--- src/hw/rtl/srif_pkg.sv ---
// ----------------------------------------------------------------------------
// srif_pkg: shared constants and types of the spike-rejecting IIR filter
// Field widths, fixed-point constants and the sequencer state encoding.
// ----------------------------------------------------------------------------
`default_nettype none

package srif_pkg;

  // Default pressure width in bits
  localparam int PRESSURE_BITS_DEF = 17;

  // Fixed field widths
  localparam int TIME_W = 32;
  localparam int TAU_W  = 16;
  localparam int FRAC_W = 8;

  // Blend factor: Q16, at most 1.0, so 17 bits
  localparam int ALPHA_W   = 17;
  localparam int ALPHA_ONE = 65536;

  // Register reset value and rounding offset of the Q8 state
  localparam int TAU_RESET  = 500;
  localparam int ROUND_HALF = 128;

  // Sequencer states, one-hot
  typedef enum logic [6:0] {
    S_IDLE = 7'b0000001,
    S_EVAL = 7'b0000010,
    S_PREP = 7'b0000100,
    S_DIV  = 7'b0001000,
    S_MUL  = 7'b0010000,
    S_UPD  = 7'b0100000,
    S_OUT  = 7'b1000000
  } srif_state_t;

endpackage

`default_nettype wire

--- src/hw/rtl/srif_window.sv ---
// ----------------------------------------------------------------------------
// srif_window: three-sample window with median selection
// Holds the newest three samples and presents the candidate result:
// the newest sample until three are held, then the median stamped with
// the middle sample's time.
// ----------------------------------------------------------------------------
`default_nettype none

module srif_window
  import srif_pkg::*;
#(
  parameter int PRESSURE_BITS = PRESSURE_BITS_DEF
) (
  input  logic                     clk,
  input  logic                     rst_n,
  input  logic                     push,
  input  logic [PRESSURE_BITS-1:0] pa,
  input  logic [TIME_W-1:0]        ts,
  output logic [PRESSURE_BITS-1:0] cand_pa,
  output logic [TIME_W-1:0]        cand_ts
);

  logic [PRESSURE_BITS-1:0] wp_r [3];
  logic [TIME_W-1:0]        wt_r [3];
  logic [1:0]               fill_r;

  logic [PRESSURE_BITS-1:0] lo, hi, med;
  logic                     full;

  // Shift the window, oldest entry drops out
  always_ff @(posedge clk) begin
    if (!rst_n) begin
      wp_r[0] <= '0;
      wp_r[1] <= '0;
      wp_r[2] <= '0;
      wt_r[0] <= '0;
      wt_r[1] <= '0;
      wt_r[2] <= '0;
      fill_r  <= 2'd0;
    end else if (push) begin
      wp_r[0] <= wp_r[1];
      wp_r[1] <= wp_r[2];
      wp_r[2] <= pa;
      wt_r[0] <= wt_r[1];
      wt_r[1] <= wt_r[2];
      wt_r[2] <= ts;
      if (fill_r != 2'd3) begin
        fill_r <= fill_r + 2'd1;
      end
    end
  end

  // Median of three: clamp the newest between the other two
  always_comb begin
    lo = (wp_r[0] < wp_r[1]) ? wp_r[0] : wp_r[1];
    hi = (wp_r[0] < wp_r[1]) ? wp_r[1] : wp_r[0];
    if (wp_r[2] < lo) begin
      med = lo;
    end else if (wp_r[2] > hi) begin
      med = hi;
    end else begin
      med = wp_r[2];
    end
  end

  assign full    = (fill_r == 2'd3);
  assign cand_pa = full ? med : wp_r[2];
  assign cand_ts = full ? wt_r[1] : wt_r[2];

endmodule

`default_nettype wire

--- src/hw/rtl/srif_div.sv ---
// ----------------------------------------------------------------------------
// srif_div: bit-serial blend factor divider
// Computes (dt << 16) / (tau + dt) by restoring division, one quotient bit
// per cycle. A zero divisor gives a zero quotient.
// ----------------------------------------------------------------------------
`default_nettype none

module srif_div
  import srif_pkg::*;
(
  input  logic               clk,
  input  logic               rst_n,
  input  logic               start,
  input  logic [TIME_W-1:0]  dt,
  input  logic [TAU_W-1:0]   tau,
  output logic [ALPHA_W-1:0] alpha,
  output logic               done
);

  localparam int CntW = $clog2(ALPHA_W);
  localparam logic [CntW-1:0] LastCnt = CntW'(ALPHA_W - 1);

  logic [TIME_W:0]    rem_r, den_r;
  logic [ALPHA_W-1:0] low_r, quo_r;
  logic [CntW-1:0]    cnt_r;
  logic               busy_r, done_r, den_nz_r;

  logic [TIME_W+1:0]  trial, diff;
  logic               ge;
  logic [TIME_W:0]    den_nxt;

  // Trial subtract of the divisor from the shifted remainder
  assign trial   = {rem_r, low_r[ALPHA_W-1]};
  assign diff    = trial - {1'b0, den_r};
  assign ge      = !diff[TIME_W+1];
  assign den_nxt = {1'b0, dt} + (TIME_W+1)'(tau);

  // Control: load on start, count one bit per cycle
  always_ff @(posedge clk) begin
    if (!rst_n) begin
      busy_r <= 1'b0;
      done_r <= 1'b0;
      cnt_r  <= '0;
    end else begin
      done_r <= 1'b0;
      if (start) begin
        busy_r <= 1'b1;
        cnt_r  <= '0;
      end else if (busy_r) begin
        cnt_r <= cnt_r + CntW'(1);
        if (cnt_r == LastCnt) begin
          busy_r <= 1'b0;
          done_r <= 1'b1;
        end
      end
    end
  end

  // Datapath: remainder starts at dt/2, then low bits of the dividend shift in
  always_ff @(posedge clk) begin
    if (start) begin
      rem_r    <= {2'b00, dt[TIME_W-1:1]};
      low_r    <= {dt[0], {(ALPHA_W-1){1'b0}}};
      den_r    <= den_nxt;
      den_nz_r <= |den_nxt;
      quo_r    <= '0;
    end else if (busy_r) begin
      rem_r <= ge ? diff[TIME_W:0] : trial[TIME_W:0];
      low_r <= {low_r[ALPHA_W-2:0], 1'b0};
      quo_r <= {quo_r[ALPHA_W-2:0], ge};
    end
  end

  assign alpha = den_nz_r ? quo_r : '0;
  assign done  = done_r;

endmodule

`default_nettype wire

--- src/hw/rtl/srif_mul.sv ---
// ----------------------------------------------------------------------------
// srif_mul: bit-serial filter step multiplier
// Forms (mag * alpha) >> 16 by shift-and-add, one alpha bit per cycle,
// most significant bit first.
// ----------------------------------------------------------------------------
`default_nettype none

module srif_mul
  import srif_pkg::*;
#(
  parameter int PRESSURE_BITS = PRESSURE_BITS_DEF
) (
  input  logic                            clk,
  input  logic                            rst_n,
  input  logic                            start,
  input  logic [PRESSURE_BITS+FRAC_W-1:0] mag,
  input  logic [ALPHA_W-1:0]              alpha,
  output logic [PRESSURE_BITS+FRAC_W-1:0] step,
  output logic                            done
);

  localparam int QW   = PRESSURE_BITS + FRAC_W;
  localparam int AccW = QW + ALPHA_W;
  localparam int CntW = $clog2(ALPHA_W);
  localparam logic [CntW-1:0] LastCnt = CntW'(ALPHA_W - 1);

  logic [AccW-1:0]    acc_r;
  logic [QW-1:0]      mag_r;
  logic [ALPHA_W-1:0] sh_r;
  logic [CntW-1:0]    cnt_r;
  logic               busy_r, done_r;

  // Control: count one bit per cycle
  always_ff @(posedge clk) begin
    if (!rst_n) begin
      busy_r <= 1'b0;
      done_r <= 1'b0;
      cnt_r  <= '0;
    end else begin
      done_r <= 1'b0;
      if (start) begin
        busy_r <= 1'b1;
        cnt_r  <= '0;
      end else if (busy_r) begin
        cnt_r <= cnt_r + CntW'(1);
        if (cnt_r == LastCnt) begin
          busy_r <= 1'b0;
          done_r <= 1'b1;
        end
      end
    end
  end

  // Datapath: double the sum and add the multiplicand when the bit is set
  always_ff @(posedge clk) begin
    if (start) begin
      acc_r <= '0;
      mag_r <= mag;
      sh_r  <= alpha;
    end else if (busy_r) begin
      acc_r <= {acc_r[AccW-2:0], 1'b0}
             + (sh_r[ALPHA_W-1] ? AccW'(mag_r) : '0);
      sh_r  <= {sh_r[ALPHA_W-2:0], 1'b0};
    end
  end

  // Drop the 16 fraction bits of alpha: truncates the magnitude toward zero
  assign step = acc_r[QW+ALPHA_W-2:ALPHA_W-1];
  assign done = done_r;

endmodule

`default_nettype wire

--- src/hw/rtl/spike_rejecting_iir_filter.sv ---
// ----------------------------------------------------------------------------
// spike_rejecting_iir_filter: median-of-three spike filter and Q8 IIR filter
// Each accepted sample enters a three-entry window; the newest sample (until
// three are held) or the median is sent on unless its time is not later than
// the last sent time, and each sent value updates a first-order Q8 filter.
// ----------------------------------------------------------------------------
// Throughput: one sample is worked on at a time, and in_tready stays low until
// it is done. A sample that primes the filter passes through select (S_EVAL),
// prepare (S_PREP) and output (S_OUT); a suppressed one is dropped after
// select; every other sample passes through select, prepare, the bit-serial
// divider for the blend factor (S_DIV), the bit-serial multiplier for the
// filter step (S_MUL), the state update (S_UPD) and the output state, which
// loads the output register once it is free and returns to idle. A finished
// result waits in the output register while the next sample is taken in; a
// second finished result waits until that register is free.
// time_constant_ms is written on the cfg channel and resets to 500.
`default_nettype none

module spike_rejecting_iir_filter
  import srif_pkg::*;
#(
  parameter int PRESSURE_BITS = PRESSURE_BITS_DEF,
  localparam int InW     = ((PRESSURE_BITS + TIME_W + 7) / 8) * 8,
  localparam int OutBits = 3 * PRESSURE_BITS + TIME_W + FRAC_W,
  localparam int OutW    = ((OutBits + 7) / 8) * 8
) (
  input  logic             clk,
  input  logic             rst_n,
  // in_tdata: raw_pa, sample_time
  input  logic             in_tvalid,
  output logic             in_tready,
  input  logic [InW-1:0]   in_tdata,
  // out_tdata: median_pa, median_time_ms, smooth_q8, smooth_pa
  output logic             out_tvalid,
  input  logic             out_tready,
  output logic [OutW-1:0]  out_tdata,
  // time_constant_ms
  input  logic             cfg_valid,
  output logic             cfg_ready,
  input  logic [TAU_W-1:0] cfg_data
);

  localparam int QW = PRESSURE_BITS + FRAC_W;

  srif_state_t state_r;

  logic [TAU_W-1:0]         tau_r;
  logic                     sent_once_r, primed_r;
  logic [TIME_W-1:0]        last_sent_r, last_filt_r, dt_r;
  logic [PRESSURE_BITS-1:0] cand_pa_r;
  logic [TIME_W-1:0]        cand_ts_r;
  logic [QW-1:0]            fv_r, mag_r;
  logic                     neg_r;

  logic                     out_valid_r;
  logic [PRESSURE_BITS-1:0] o_med_r, o_fpa_r;
  logic [TIME_W-1:0]        o_time_r;
  logic [QW-1:0]            o_q8_r;

  logic                     in_xfer;
  logic [PRESSURE_BITS-1:0] in_pa, win_pa;
  logic [TIME_W-1:0]        in_ts, win_ts, d_sent;
  logic                     send;
  logic [QW-1:0]            target;
  logic [QW:0]              rounded;
  logic                     slot_free;

  logic                     div_start, div_done, mul_start, mul_done;
  logic [ALPHA_W-1:0]       div_alpha;
  logic [QW-1:0]            mul_step;

  assign in_pa     = in_tdata[PRESSURE_BITS-1:0];
  assign in_ts     = in_tdata[PRESSURE_BITS+TIME_W-1:PRESSURE_BITS];
  assign in_tready = (state_r == S_IDLE);
  assign in_xfer   = in_tvalid && in_tready;
  assign cfg_ready = 1'b1;

  // Window and candidate selection
  srif_window #(.PRESSURE_BITS(PRESSURE_BITS)) u_window (
    .clk     (clk),
    .rst_n   (rst_n),
    .push    (in_xfer),
    .pa      (in_pa),
    .ts      (in_ts),
    .cand_pa (win_pa),
    .cand_ts (win_ts)
  );

  // Send only if strictly later than the last sent time (wrapping compare)
  assign d_sent = win_ts - last_sent_r;
  assign send   = !sent_once_r || ((d_sent != '0) && !d_sent[TIME_W-1]);

  // Magnitude and direction of the step toward the new value
  assign target = {cand_pa_r, {FRAC_W{1'b0}}};

  assign div_start = (state_r == S_PREP) && primed_r;
  assign mul_start = (state_r == S_DIV) && div_done;

  srif_div u_div (
    .clk   (clk),
    .rst_n (rst_n),
    .start (div_start),
    .dt    (dt_r),
    .tau   (tau_r),
    .alpha (div_alpha),
    .done  (div_done)
  );

  srif_mul #(.PRESSURE_BITS(PRESSURE_BITS)) u_mul (
    .clk   (clk),
    .rst_n (rst_n),
    .start (mul_start),
    .mag   (mag_r),
    .alpha (div_alpha),
    .step  (mul_step),
    .done  (mul_done)
  );

  // Round the Q8 state to whole pascals
  assign rounded   = {1'b0, fv_r} + (QW+1)'(ROUND_HALF);
  assign slot_free = !out_valid_r || out_tready;

  // Configuration register
  always_ff @(posedge clk) begin
    if (!rst_n) begin
      tau_r <= TAU_W'(TAU_RESET);
    end else if (cfg_valid && cfg_ready) begin
      tau_r <= cfg_data;
    end
  end

  // Sequencer and filter state
  always_ff @(posedge clk) begin
    if (!rst_n) begin
      state_r     <= S_IDLE;
      sent_once_r <= 1'b0;
      primed_r    <= 1'b0;
      last_sent_r <= '0;
      last_filt_r <= '0;
      fv_r        <= '0;
    end else begin
      case (state_r)
        S_IDLE: begin
          if (in_xfer) begin
            state_r <= S_EVAL;
          end
        end
        S_EVAL: begin
          if (send) begin
            sent_once_r <= 1'b1;
            last_sent_r <= win_ts;
            last_filt_r <= win_ts;
            state_r     <= S_PREP;
          end else begin
            state_r <= S_IDLE;
          end
        end
        S_PREP: begin
          if (!primed_r) begin
            fv_r     <= target;
            primed_r <= 1'b1;
            state_r  <= S_OUT;
          end else begin
            state_r <= S_DIV;
          end
        end
        S_DIV: begin
          if (div_done) begin
            state_r <= S_MUL;
          end
        end
        S_MUL: begin
          if (mul_done) begin
            state_r <= S_UPD;
          end
        end
        S_UPD: begin
          fv_r    <= neg_r ? fv_r - mul_step : fv_r + mul_step;
          state_r <= S_OUT;
        end
        S_OUT: begin
          if (slot_free) begin
            state_r <= S_IDLE;
          end
        end
        default: state_r <= S_IDLE;
      endcase
    end
  end

  // Hold the candidate and the step operands
  always_ff @(posedge clk) begin
    if (state_r == S_EVAL) begin
      cand_pa_r <= win_pa;
      cand_ts_r <= win_ts;
      dt_r      <= win_ts - last_filt_r;
    end
    if (state_r == S_PREP) begin
      neg_r <= (fv_r > target);
      mag_r <= (fv_r > target) ? fv_r - target : target - fv_r;
    end
  end

  // Output register: load when the slot is free, drop on transfer
  always_ff @(posedge clk) begin
    if (!rst_n) begin
      out_valid_r <= 1'b0;
    end else if (state_r == S_OUT && slot_free) begin
      out_valid_r <= 1'b1;
    end else if (out_tready) begin
      out_valid_r <= 1'b0;
    end
  end

  always_ff @(posedge clk) begin
    if (state_r == S_OUT && slot_free) begin
      o_med_r  <= cand_pa_r;
      o_time_r <= cand_ts_r;
      o_q8_r   <= fv_r;
      o_fpa_r  <= rounded[QW-1:FRAC_W];
    end
  end

  assign out_tvalid = out_valid_r;

  always_comb begin
    out_tdata                = '0;
    out_tdata[OutBits-1:0]   = {o_fpa_r, o_q8_r, o_time_r, o_med_r};
  end

  // Checks
  a_div_done_in_div: assert property (@(posedge clk) disable iff (!rst_n)
    div_done |-> state_r == S_DIV)
    else $error("divider finished outside its state");

  a_mul_done_in_mul: assert property (@(posedge clk) disable iff (!rst_n)
    mul_done |-> state_r == S_MUL)
    else $error("multiplier finished outside its state");

  a_alpha_max: assert property (@(posedge clk) disable iff (!rst_n)
    (state_r == S_DIV && div_done) |-> div_alpha <= ALPHA_W'(ALPHA_ONE))
    else $error("blend factor above one");

  a_step_bounded: assert property (@(posedge clk) disable iff (!rst_n)
    (state_r == S_UPD) |-> mul_step <= mag_r)
    else $error("filter step overshoots target");

  a_out_from_seq: assert property (@(posedge clk) disable iff (!rst_n)
    $rose(out_valid_r) |-> $past(state_r == S_OUT))
    else $error("result raised outside output state");

endmodule

`default_nettype wire

--- config.mk ---
export PLATFORM = sky130hd
export DESIGN_NAME = spike_rejecting_iir_filter
export DESIGN_NICKNAME = d
export VERILOG_FILES = /design/src/hw/rtl/srif_pkg.sv /design/src/hw/rtl/srif_window.sv /design/src/hw/rtl/srif_div.sv /design/src/hw/rtl/srif_mul.sv /design/src/hw/rtl/spike_rejecting_iir_filter.sv
export SDC_FILE = /design/constraint.sdc
export NUM_CORES = 1
export LEC_CHECK = 0
export ABC_AREA = 1
export BUFFER_PORTS_ARGS = -buffer_cell sky130_fd_sc_hd__buf_2
export CAP_MARGIN = 10
export CORE_ASPECT_RATIO = 0.75
export CORE_UTILIZATION = 44
export CTS_BUF_LIST = sky130_fd_sc_hd__clkbuf_4 sky130_fd_sc_hd__clkbuf_8 sky130_fd_sc_hd__clkbuf_16
export CTS_CLUSTER_SIZE = 16
export DETAILED_ROUTE_END_ITERATION = 8
export GPL_TIMING_DRIVEN = 0
export PLACE_DENSITY = 0.61
export REMOVE_ABC_BUFFERS = 1
export SLEW_MARGIN = 5
export SYNTH_ARGS = -nofsm -noshare
export SYNTH_HDL_FRONTEND = slang
export SYNTH_SLANG_ARGS = --single-unit
--- constraint.sdc ---
create_clock -name clk -period 10 [get_ports clk]
set_clock_uncertainty 0.15 [all_clocks]
set_input_delay 0.5 -clock clk [delete_from_list [all_inputs] [get_ports clk]]
set_output_delay 0.5 -clock clk [all_outputs]
set_load 0.05 [all_outputs]
* Yosys cells after proc, flatten, opt, wreduce, memory -nomap -nowiden
Memories as Yosys holds them, arrays and structs flattened.
Index checks and enable logic that the tools add are counted.
** Storage, ports and cells
- Flip-flop bits (word level) :: 465
- Bits in writable memories :: 147
- Output and inout bits :: 99
- Word-level logic and storage cells :: 146
- Memories :: 2
** Memories
- u_window.wt_r :: words 3, bits a word 32, rd ports 2, clocked after Yosys merged registers in 0, wr ports 3, RTL line srif_window.sv:24 : logic [TIME_W-1:0] wt_r [3];
- u_window.wp_r :: words 3, bits a word 17, rd ports 3, clocked after Yosys merged registers in 0, wr ports 3, RTL line srif_window.sv:23 : logic [PRESSURE_BITS-1:0] wp_r [3];
** Cells by class
- Add/subtract/negate cells :: 12
- $lt $le $gt $ge :: 4
- Equality and inequality tests :: 16
- Muxes and demuxes :: 46
- Bitwise logic cells :: 9
- Reduce and logical (&&, ||, !) cells :: 25
** Operators by type and width (number)
- 17-bit 2-to-1 mux :: 13
- 32-bit 2-to-1 mux :: 4
- 25-bit 2-to-1 mux :: 4
- 25-bit subtractor :: 3
- 31-bit 2-to-1 mux :: 2
- 25-bit one-hot mux with 2 select lines :: 1
- 7-bit one-hot mux with 7 select lines :: 1
- 41-bit by 25-bit adder with 41-bit output :: 1
- 7-bit 2-to-1 mux :: 5
- 17-bit < comparator :: 2
- 34-bit by 33-bit subtractor with 34-bit output :: 1
- 32-bit by 16-bit adder with 33-bit output :: 1
- 33-bit 2-to-1 mux :: 1
- 33-bit OR reduction :: 1
- 32-bit nonzero test :: 1
- 32-bit subtractor :: 1
- 25-bit adder :: 1
- 25-bit by 8-bit adder with 25-bit output (second input constant) :: 1
- 25-bit greater-than comparator :: 1
- 17-bit greater-than comparator :: 1
- 1-bit 2-to-1 mux :: 14
- 5-bit by 1-bit adder with 5-bit output (second input constant) :: 2
- 5-bit equality test (second input constant) :: 2
- 2-bit nonzero test :: 4
- other kinds (21) :: 44

* Longest topological paths before layout
Gate-level depths: netlist (run 1).
- Depth after elaboration :: 8
- Depth in mapped cells :: 28

* By module
Synthesis (run 1) repeated with hierarchy kept, for this count alone.
** Second synthesis, totals
- Cells, all modules :: 5064
- Area total of the unflattened synthesis :: 37674.9 um2
** Modules (own cells, without submodules)
- spike_rejecting_iir_filter :: times used 1, cells an instance 1979, area an instance 16305.6 um2
- srif_div :: times used 1, cells an instance 1311, area an instance 8226.6 um2
- srif_window :: times used 1, cells an instance 860, area an instance 7093.1 um2
- srif_mul :: times used 1, cells an instance 914, area an instance 6049.6 um2

* Worst setup path before layout (run 1)
No wires, ideal clock.
- Path kind :: register to register
- Start :: reg state_r[0]
- End :: reg o_fpa_r[0] (enable)
- Setup time :: 543 ps
- Arrival :: 4616 ps
- Required time :: 9307 ps
- Path slack :: 4691 ps
- Cell stages (with the launch flop) :: 6
- Period minus slack after synthesis :: 5309 ps
- Cells stage by stage :: dfxtp_1 > nor2_1 > inv_1 > nor2_1 > nand3_1 > nor2_1
** Between the ends
- Cells in the longest elaborated chain, start to end :: 2
** RTL lines
- start: declaration :: RTL line spike_rejecting_iir_filter.sv:45 : srif_state_t state_r;
- start signal: assignment :: RTL line spike_rejecting_iir_filter.sv:135 : state_r <= S_IDLE;
- start signal: assignment :: RTL line spike_rejecting_iir_filter.sv:145 : state_r <= S_EVAL;
- start signal: assignment :: RTL line spike_rejecting_iir_filter.sv:153 : state_r <= S_PREP;
- 7-bit equality test :: RTL line spike_rejecting_iir_filter.sv:216 : if (state_r == S_OUT && slot_free) begin
- 1-bit logical AND :: RTL line spike_rejecting_iir_filter.sv:216
- end signal: assignment :: RTL line spike_rejecting_iir_filter.sv:220 : o_fpa_r <= rounded[QW-1:FRAC_W];
- end: declaration :: RTL line spike_rejecting_iir_filter.sv:56 : logic [PRESSURE_BITS-1:0] o_med_r, o_fpa_r;
Every way passes these cells.
A chain may end at the register's enable or synchronous reset.

* Worst setup path after layout (run 1)
- Start :: reg u_window.fill_r[0]
- End :: reg last_filt_r[1]
** Between the ends
- Cells in the longest elaborated chain, start to end :: 7
- Elaborated cells between the ends (all ways) :: 8
- Those cells by class :: 1 x add/sub; 1 x eq/ne; 1 x mux; 5 x reduce/logical
** RTL lines
- start: declaration :: RTL line srif_window.sv:25 : logic [1:0] fill_r;
- start signal: assignment :: RTL line srif_window.sv:48 : fill_r <= fill_r + 2'd1;
- 2-bit equality test :: RTL line srif_window.sv:66 : assign full = (fill_r == 2'd3);
- 32-bit 2-to-1 mux :: RTL line srif_window.sv:68 : assign cand_ts = full ? wt_r[1] : wt_r[2];
- 32-bit subtractor
- net d_sent[20] :: RTL line spike_rejecting_iir_filter.sv:62 : logic [TIME_W-1:0] in_ts, win_ts, d_sent;
- 32-bit nonzero test :: RTL line spike_rejecting_iir_filter.sv:91 : assign send = !sent_once_r || ((d_sent != '0) && !d_sent[TIME_W-1]);
- 1-bit logical AND :: RTL line spike_rejecting_iir_filter.sv:91
- 1-bit logical OR :: RTL line spike_rejecting_iir_filter.sv:91
- 2-bit AND reduction (no line)
- end signal: assignment :: RTL line spike_rejecting_iir_filter.sv:152 : last_filt_r <= win_ts;
- end: declaration :: RTL line spike_rejecting_iir_filter.sv:49 : logic [TIME_W-1:0] last_sent_r, last_filt_r, dt_r;
The timed path passes the listed nets, and every way through them passes these cells.

==> results of run 1 <==
worst min-delay path by stage:
stage	end	depth (start not counted)	slack (ns)
global route	u_window.wp_r[0][35]	3	0.05
global placement	u_mul.mag_r[9]	0	0.25
CTS	u_window.wt_r[2][31]	3	0.02
detailed placement	o_time_r[12]	0	0.25
floorplan	o_time_r[0]	0	0.25
finish	u_window.wp_r[0][35]	3	0.07
logic make-up after synthesis:
family / Yosys count
xor gates and xnor gates: 166
other: 2
AOI/OAI and AO/OA: 670
DFF: 580
adders and majority gates: 224
buffers and inverters: 860
and+or+nand+nor: 1879
routing by layer:
metal | global-route usage [%] | part of all wire (%)
met2 | 30.8 | 39
met4 | 4.34 | 1.6
met5 | 0 | 0.010
met3 | 3.83 | 6.2
met1 | 35.8 | 54
Yosys cell counts, drive strengths merged (12+ instances only):
cell type,n
nand2,1028
inv,728
nor2,469
edfxtp,421
a21oi,294
o21ai,225
nand3,224
ha,218
dfxtp,159
xor2,115
clkbuf,84
nor3,71
xnor2,51
buf,43
nand4,37
o211ai,26
o21a,25
or2,22
a22oi,18
a31oi,15
a21o,13
o21bai,13
nor4,12
where the power goes:
group	total (mW)	switching [mW]	internal, mW
registers	3.09	0.160	2.93
logic	2.93	1.97	0.964
clock network	2.46	1.02	1.44
total	8.48	3.14	5.33
metrics by stage:
step	TNS [ns]	hold slack [ns]	total power, mW	setup WS (ns)
finish	0	0.0670	8.48	4.19
global route	0	0.0455	9.08	3.62
CTS	0	0.0230	8.51	4.12
detailed placement	0	0.255	6.02	4.10
global placement	-17.21	0.252	5.97	-0.677
floorplan	0	0.250	5.24	2.84
flip-flops by register name (all words and copies together) (netlist names), 25 cells and up:
register,count
u_window.wp_r,51
u_window.wt_r,64
u_mul.acc_r,41
mag_r,25
o_time_r,32
o_q8_r,25
last_filt_r,32
cand_ts_r,32
dt_r,32
u_div.den_r,33
fv_r,25
u_mul.mag_r,25
u_div.rem_r,33
worst reg2reg max path, cell delays in order (launching register included):
cell,delay [ns]
dfxtp_1,0.38
ha_4,0.66
inv_1,0.73
or2_2,0.52
o21ai_0,0.31
ha_1,0.34
inv_1,0.12
fa_1,0.44
nand2_1,0.12
inv_1,0.05
nand2_1,0.07
nand2_1,0.11
nand3_1,0.11
nand3_1,0.16
nand2_1,0.12
nand2_1,0.05
nand2_1,0.06
nand2_1,0.10
nor2_1,0.10
nand2_1,0.06
nor2_1,0.11
nand3_2,0.10
nand2_2,0.08
nand2_4,0.15
nand2_8,0.29
nand2_1,0.12
nand2_1,0.08
nor2_1,0.05
area by class of cell:
| class | instances | area (sq um) |
|---|---|---|
| fill | 7532 | 38800 |
| multi-input combinational | 2945 | 15900 |
| sequential | 580 | 15800 |
| inverter | 733 | 2750 |
| timing repair buffer | 248 | 1900 |
| clock buffer | 75 | 1650 |
| tap | 1046 | 1310 |
| clock inverter | 39 | 531 |
what timing repair did:
action,4_1_cts,5_1_grt
endpoints found under the hold margin,62,0
hold buffers,62,0
buffers inserted,0,0
==> metrics.csv, run 1 <==
stage;metric;value;unit
cells_and_area;Post-Layout Cell Count;5666;
clock_tree;htree depth;2;
power_and_ir_drop;Leakage;18.4;nW
global_route;largest net degree at the start of global routing;85;
logic_synthesis;post-synthesis simple-gate area fraction;22.2;%
global_route;grt ovf;0;
worst_setup_path;CP Max Fanout;74;
clock_tree;CTS max path bufs;3;
routing;detailed-route DRC error count;0;
cells_and_area;NumNets Final;4869;
placed_design;input/output buffers;162;
worst_setup_path;critical path class;flip-flop to flip-flop;
clock_tree;clk sinks;580;
logic_synthesis;yosys warns;0;
cells_and_area;Design Area, Final;39900;sq um
routing;Via Count;28500;
worst_setup_path;CP Depth;27;
logic_synthesis;largest family of logic cells by synthesized area;simple AND/OR/NAND/NOR gates;
logic_synthesis;async set-reset flop share out of synthesis;0;%
timing;RSZ-0062 raised after global routing;false;
clock_tree;Worst-path clk slew;0.06;ns
worst_setup_path;worst r2r src;u_window.fill_r[0];
routing;average wire per standard cell;15.8;um
worst_setup_path;register-to-register setup slack;4.19;ns
routing;Post-Route WL;89700;um
logic_synthesis;Syn Inst Count;4381;
die;row count;89;
placed_design;dpl hpwl;66700;um
timing;Final Hold Fails;0;
logic_synthesis;compound-cell area share of the yosys netlist;10.8;%
worst_setup_path;Critical Path End Type;flip-flop;
global_route;gr usage total;22.3;%
logic_synthesis;top cells by area, synth;edfxtp_1, nand2_1, dfxtp_1;
global_route;first-pass GRT wire length;144000;um
job;MaxCap Viol Count;0;
logic_synthesis;Main synth FF type;edfxtp_1;
logic_synthesis;Mapped Area;35000;sq um
die;Die W;328;um
worst_setup_path;Max stage delay on crit path;0.72;ns
worst_setup_path;Setup crit start kind;flip-flop;
worst_setup_path;Critical Path RT;10.41;ns
worst_setup_path;CP top delay family;simple AND/OR/NAND/NOR gates;
logic_synthesis;Yosys cell types;62;
logic_synthesis;post-synth top area cell;edfxtp_1;
cells_and_area;commonest non-fill, non-tap cell in the layout;nand2_1;
hold_path;min-delay src;in_tdata[1];
placed_design;Cell Area, Placed;37000;sq um
status;outcome;finished, final reports clean;
placed_design;GP Congestion;0.927;
cells_and_area;layout cells sized above 1;7.86;%
cells_and_area;commonest cells after routing, fill and taps aside;nand2_1, inv_1, nor2_1, edfxtp_1, a21oi_1;
worst_setup_path;WP buf/inv;3;
clock_tree;CTS tree;built;
global_route;antenna violations before repair;2;
worst_setup_path;Crit path top cell by count;nand2_1;
worst_setup_path;R2R depth;27;
routing;vias per inst;5.03;
logic_synthesis;post-synthesis mux area share;0;%
logic_synthesis;Adder-Cell Fraction of Synth Area;8.13;%
logic_synthesis;Synth top area share;36.1;%
cells_and_area;antenna diode instance count;0;
clock_tree;clock root cell;clkbuf_16;
logic_synthesis;XOR/XNOR share of the synthesized area;4.15;%
timing;fmax;172;MHz
die;# IOs;176;
power_and_ir_drop;Worst VDD drop;0.000154;V
worst_setup_path;CP startpoint;u_window.fill_r[0];
cells_and_area;P&R area growth vs syn;14.0;%
die;Die Ht;246;um
timing;relative slew slack;22.6;%
placed_design;Cells after DPL;5488;
clock_tree;Skew-Pair Late Insertion Delay;0.67;ns
timing;Worst-Margin Slew;1.16;ns
cells_and_area;Post-Route Utilization;50.7;%
clock_tree;PostCTS Resize Cnt;0;
timing;Period Utilization, post-route;58.1;%
die;die area;80700;sq um
die;Initial Util;44.5;%
die;core area;78700;sq um
worst_setup_path;worst path arrival time;6.23;ns
timing;minimum clock period;5.81;ns
power_and_ir_drop;PD cells;212;nW/um^2
routing;Antenna Nets Post-Route;0;
routing;initial DRC count;2204;
logic_synthesis;Post-synth EDFFs;421;
global_route;number of global-route vias before repair;26500;
timing;Slew Limit Fails;0;
clock_tree;cts bufs inserted;60;
timing;Final setup viols;0;
routing;drt pass-1 iters;5;
logic_synthesis;register area share after synthesis;45.2;%
logic_synthesis;synthesized flop and latch total;580;
worst_setup_path;Crit-path slowest cell;inv_1;
worst_setup_path;Reg2Reg Capture Point;last_filt_r[1];
worst_setup_path;Critical Path End;last_filt_r[1];
hold_path;Worst Hold Class;input port to flip-flop;
logic_synthesis;Avg Inst Size Synth;7.99;sq um
Note: power is estimated with default switching activity, not from simulation.
==> run 2, diff against run 1 <==
PLACE_DENSITY = 0.64   (was 0.61)
clock period = 5.11 ns   (was 10 ns; I/O delays follow)
==> run 2 against run 1 <==
- utilization rose by 0.27 points
- routed wire length up 0.65%
- sequential power increased by 95%
- critical path type unchanged
==> metrics.csv, run 2 (synthesis results as in run 1) <==
stage;metric;value;unit;change
worst_setup_path;Crit path top cell by count;nand2_1;;
routing;vias per inst;5.06;;+0.72%
clock_tree;CTS tree;built;;
timing;Final Hold Fails;0;;unchanged
global_route;grt peak-use layer;met1;;
global_route;grt ovf;0;;unchanged
cells_and_area;Top Registers;u_window.wt_r x64, u_window.wp_r x51, u_mul.acc_r x41;;
timing;relative slew slack;21.9;%;-0.71 points
routing;Via Count;28800;;+1.2%
power_and_ir_drop;internal power;10.2;mW;+92%
die;# IOs;176;;unchanged
cells_and_area;area of the multi-input gates;16000;sq um;+0.43%
cells_and_area;P&R area growth vs syn;14.6;%;
global_route;first-pass GRT wire length;142000;um;-1.7%
worst_setup_path;CP Max Fanout;25;;-66%
job;MaxCap Viol Count;0;;unchanged
die;Die W;328;um;unchanged
die;row count;89;;unchanged
cells_and_area;commonest non-fill, non-tap cell in the layout;nand2_1;;
placed_design;GP Congestion;0.949;;+2.4%
worst_setup_path;worst r2r src;u_window.fill_r[1];;
power_and_ir_drop;Leakage;18.5;nW;+0.51%
cells_and_area;commonest cells after routing, fill and taps aside;nand2_1, inv_1, nor2_1, edfxtp_1, a21oi_1;;
worst_setup_path;Critical Path End Type;flip-flop;;
clock_tree;Worst-path clk slew;0.07;ns;about the same
routing;Antenna Nets Post-Route;0;;unchanged
clock_tree;htree depth;2;;unchanged
global_route;M3 GR Usage;3.64;%;-0.19 points
routing;Post-Route WL;90300;um;+0.65%
global_route;met1 Usage GRT;34.7;%;-1.1 points
die;Initial Util;44.5;%;unchanged
global_route;gr usage total;22.0;%;-0.35 points
power_and_ir_drop;Logic pwr share;35.3;%;+0.7 points
die;core area;78700;sq um;unchanged
timing;fmax;207;MHz;+21%
routing;drt pass-1 iters;6;;+1
clock_tree;clock root cell;clkbuf_16;;
worst_setup_path;Setup crit start kind;flip-flop;;
clock_tree;Skew-Pair Late Insertion Delay;0.69;ns;+0.02 ns
global_route;number of global-route vias before repair;26500;;+0.076%
timing;minimum clock period;4.82;ns;-0.993 ns
clock_tree;clk sinks;580;;unchanged
cells_and_area;Post-Route Utilization;51.0;%;+0.27 points
worst_setup_path;WP buf/inv;3;;unchanged
worst_setup_path;CP Depth;27;;unchanged
global_route;antenna violations before repair;3;;+1
worst_setup_path;CP startpoint;u_window.fill_r[1];;
power_and_ir_drop;register share of total power;36.9;%;+0.5 points
timing;Worst-Margin Slew;1.17;ns;+0.0107 ns
die;Die Ht;246;um;unchanged
placed_design;input/output buffers;162;;unchanged
worst_setup_path;Critical Path RT;5.53;ns;-4.88 ns
timing;Final setup viols;0;;unchanged
cells_and_area;NumNets Final;4897;;+0.58%
cells_and_area;antenna diode instance count;0;;unchanged
cells_and_area;max reg flops;64;;unchanged
clock_tree;cts bufs inserted;59;;-1.7%
cells_and_area;Fill cells;7361;;-2.3%
worst_setup_path;critical path class;flip-flop to flip-flop;;
worst_setup_path;R2R depth;27;;unchanged
routing;detailed-route DRC error count;0;;unchanged
worst_setup_path;Critical Path End;last_filt_r[7];;
routing;initial DRC count;2364;;+7.3%
placed_design;dpl hpwl;65900;um;-1.1%
clock_tree;CTS max path bufs;3;;unchanged
routing;average wire per standard cell;15.9;um;+0.17%
worst_setup_path;register-to-register setup slack;0.29;ns;-3.90 ns
power_and_ir_drop;P_sw;6.16;mW;+96%
worst_setup_path;Crit-path slowest cell;fa_1;;
cells_and_area;Largest Register;u_window.wt_r;;
hold_path;min-delay src;cfg_valid;;
worst_setup_path;CP top delay family;simple AND/OR/NAND/NOR gates;;
timing;Slew Limit Fails;0;;unchanged
worst_setup_path;worst path arrival time;5.24;ns;-0.99 ns
die;die area;80700;sq um;unchanged
power_and_ir_drop;PD cells;409;nW/um^2;+92%
cells_and_area;Sequential Area;15800;sq um;unchanged
global_route;largest net degree at the start of global routing;84;;-1.2%
global_route;routing usage on met2;30.6;%;-0.21 points
worst_setup_path;Reg2Reg Capture Point;last_filt_r[7];;
power_and_ir_drop;Worst VDD drop;0.000289;V;+87%
power_and_ir_drop;Clock Power Share;27.8;%;-1.2 points
hold_path;Worst Hold Class;input port to flip-flop;;
timing;hold slack;0.0761;ns;+0.00916 ns
timing;Period Utilization, post-route;94.3;%;+36 points
power_and_ir_drop;Net Sw Frac;37.6;%;+0.49 points
status;outcome;finished, final reports clean;;
worst_setup_path;Max stage delay on crit path;0.45;ns;-0.27 ns
cells_and_area;layout cells sized above 1;8.11;%;+0.26 points
run 2: layer usage:
metal | wire length (um) | vias to the layer above
met5 | 12 | -
met4 | 1640 | 2
met3 | 6780 | 111
met2 | 35400 | 871
met1 | 46400 | 13100
li1 | - | 14700
run 2: worst min-delay path, cell delays in order:
cell,delay (ns)
buf_2,0.19
clkinv_1,0.29
nand2_1,0.08
nand3_1,0.05
run 2: cell type report:
| class | instances | area share [%] |
|---|---|---|
| clock inverter | 32 | 0.970 |
| tap | 1046 | 3.26 |
| timing repair inverter | 1 | 0.0125 |
| inverter | 733 | 6.88 |
| timing repair buffer | 275 | 5.38 |
| sequential | 580 | 39.5 |
| multi-input combinational | 2946 | 39.9 |
| clock buffer | 80 | 4.15 |
run 2: worst min path at each step:
stage / to / slack (ns) / cells after the start
after floorplan: tau_r[2] / 0.19 / 1
after global placement: u_mul.mag_r[0] / 0.25 / 0
after detailed placement: o_time_r[16] / 0.25 / 0
after CTS: tau_r[6] / 0.02 / 4
after global routing: tau_r[8] / 0.12 / 4
final: tau_r[6] / 0.08 / 4
run 2: power groups by stage:
stage / registers [mW] / logic [mW] / clock network [mW]
3_3_place_gp: 6.19 / 5.46 / 0
3_5_place_dp: 6.13 / 5.60 / 0
4_1_cts: 6.04 / 5.69 / 4.64
2_1_floorplan: 6.21 / 4.04 / 0
6_report: 6.04 / 5.79 / 4.56
5_1_grt: 6.09 / 6.61 / 4.81
run 2: per-stage QoR:
step	instances	TNS (ns)	power [mW]	instance area, sq um	setup WS [ns]
6_report	5693	0	16.4	40100	0.289
5_1_grt	5693	-0.00405	17.5	40100	-0.00405
4_1_cts	5687	-0.0157	16.4	40000	-0.0157
3_5_place_dp	5492	-14.96	11.7	37100	-0.442
3_3_place_gp	5466	-1344.28	11.6	36600	-5.61
2_1_floorplan	4258	-225.77	10.3	34500	-2.05
run 2: repair_timing:
action                                  CTS  global route
hold buffers                             82             0
endpoints found under the setup margin   51            47
buffers inserted                          0             4
pin swaps                                 0             3
resized for setup                         4             8
cloned                                    1             1
hold endpoints to repair                 70             0
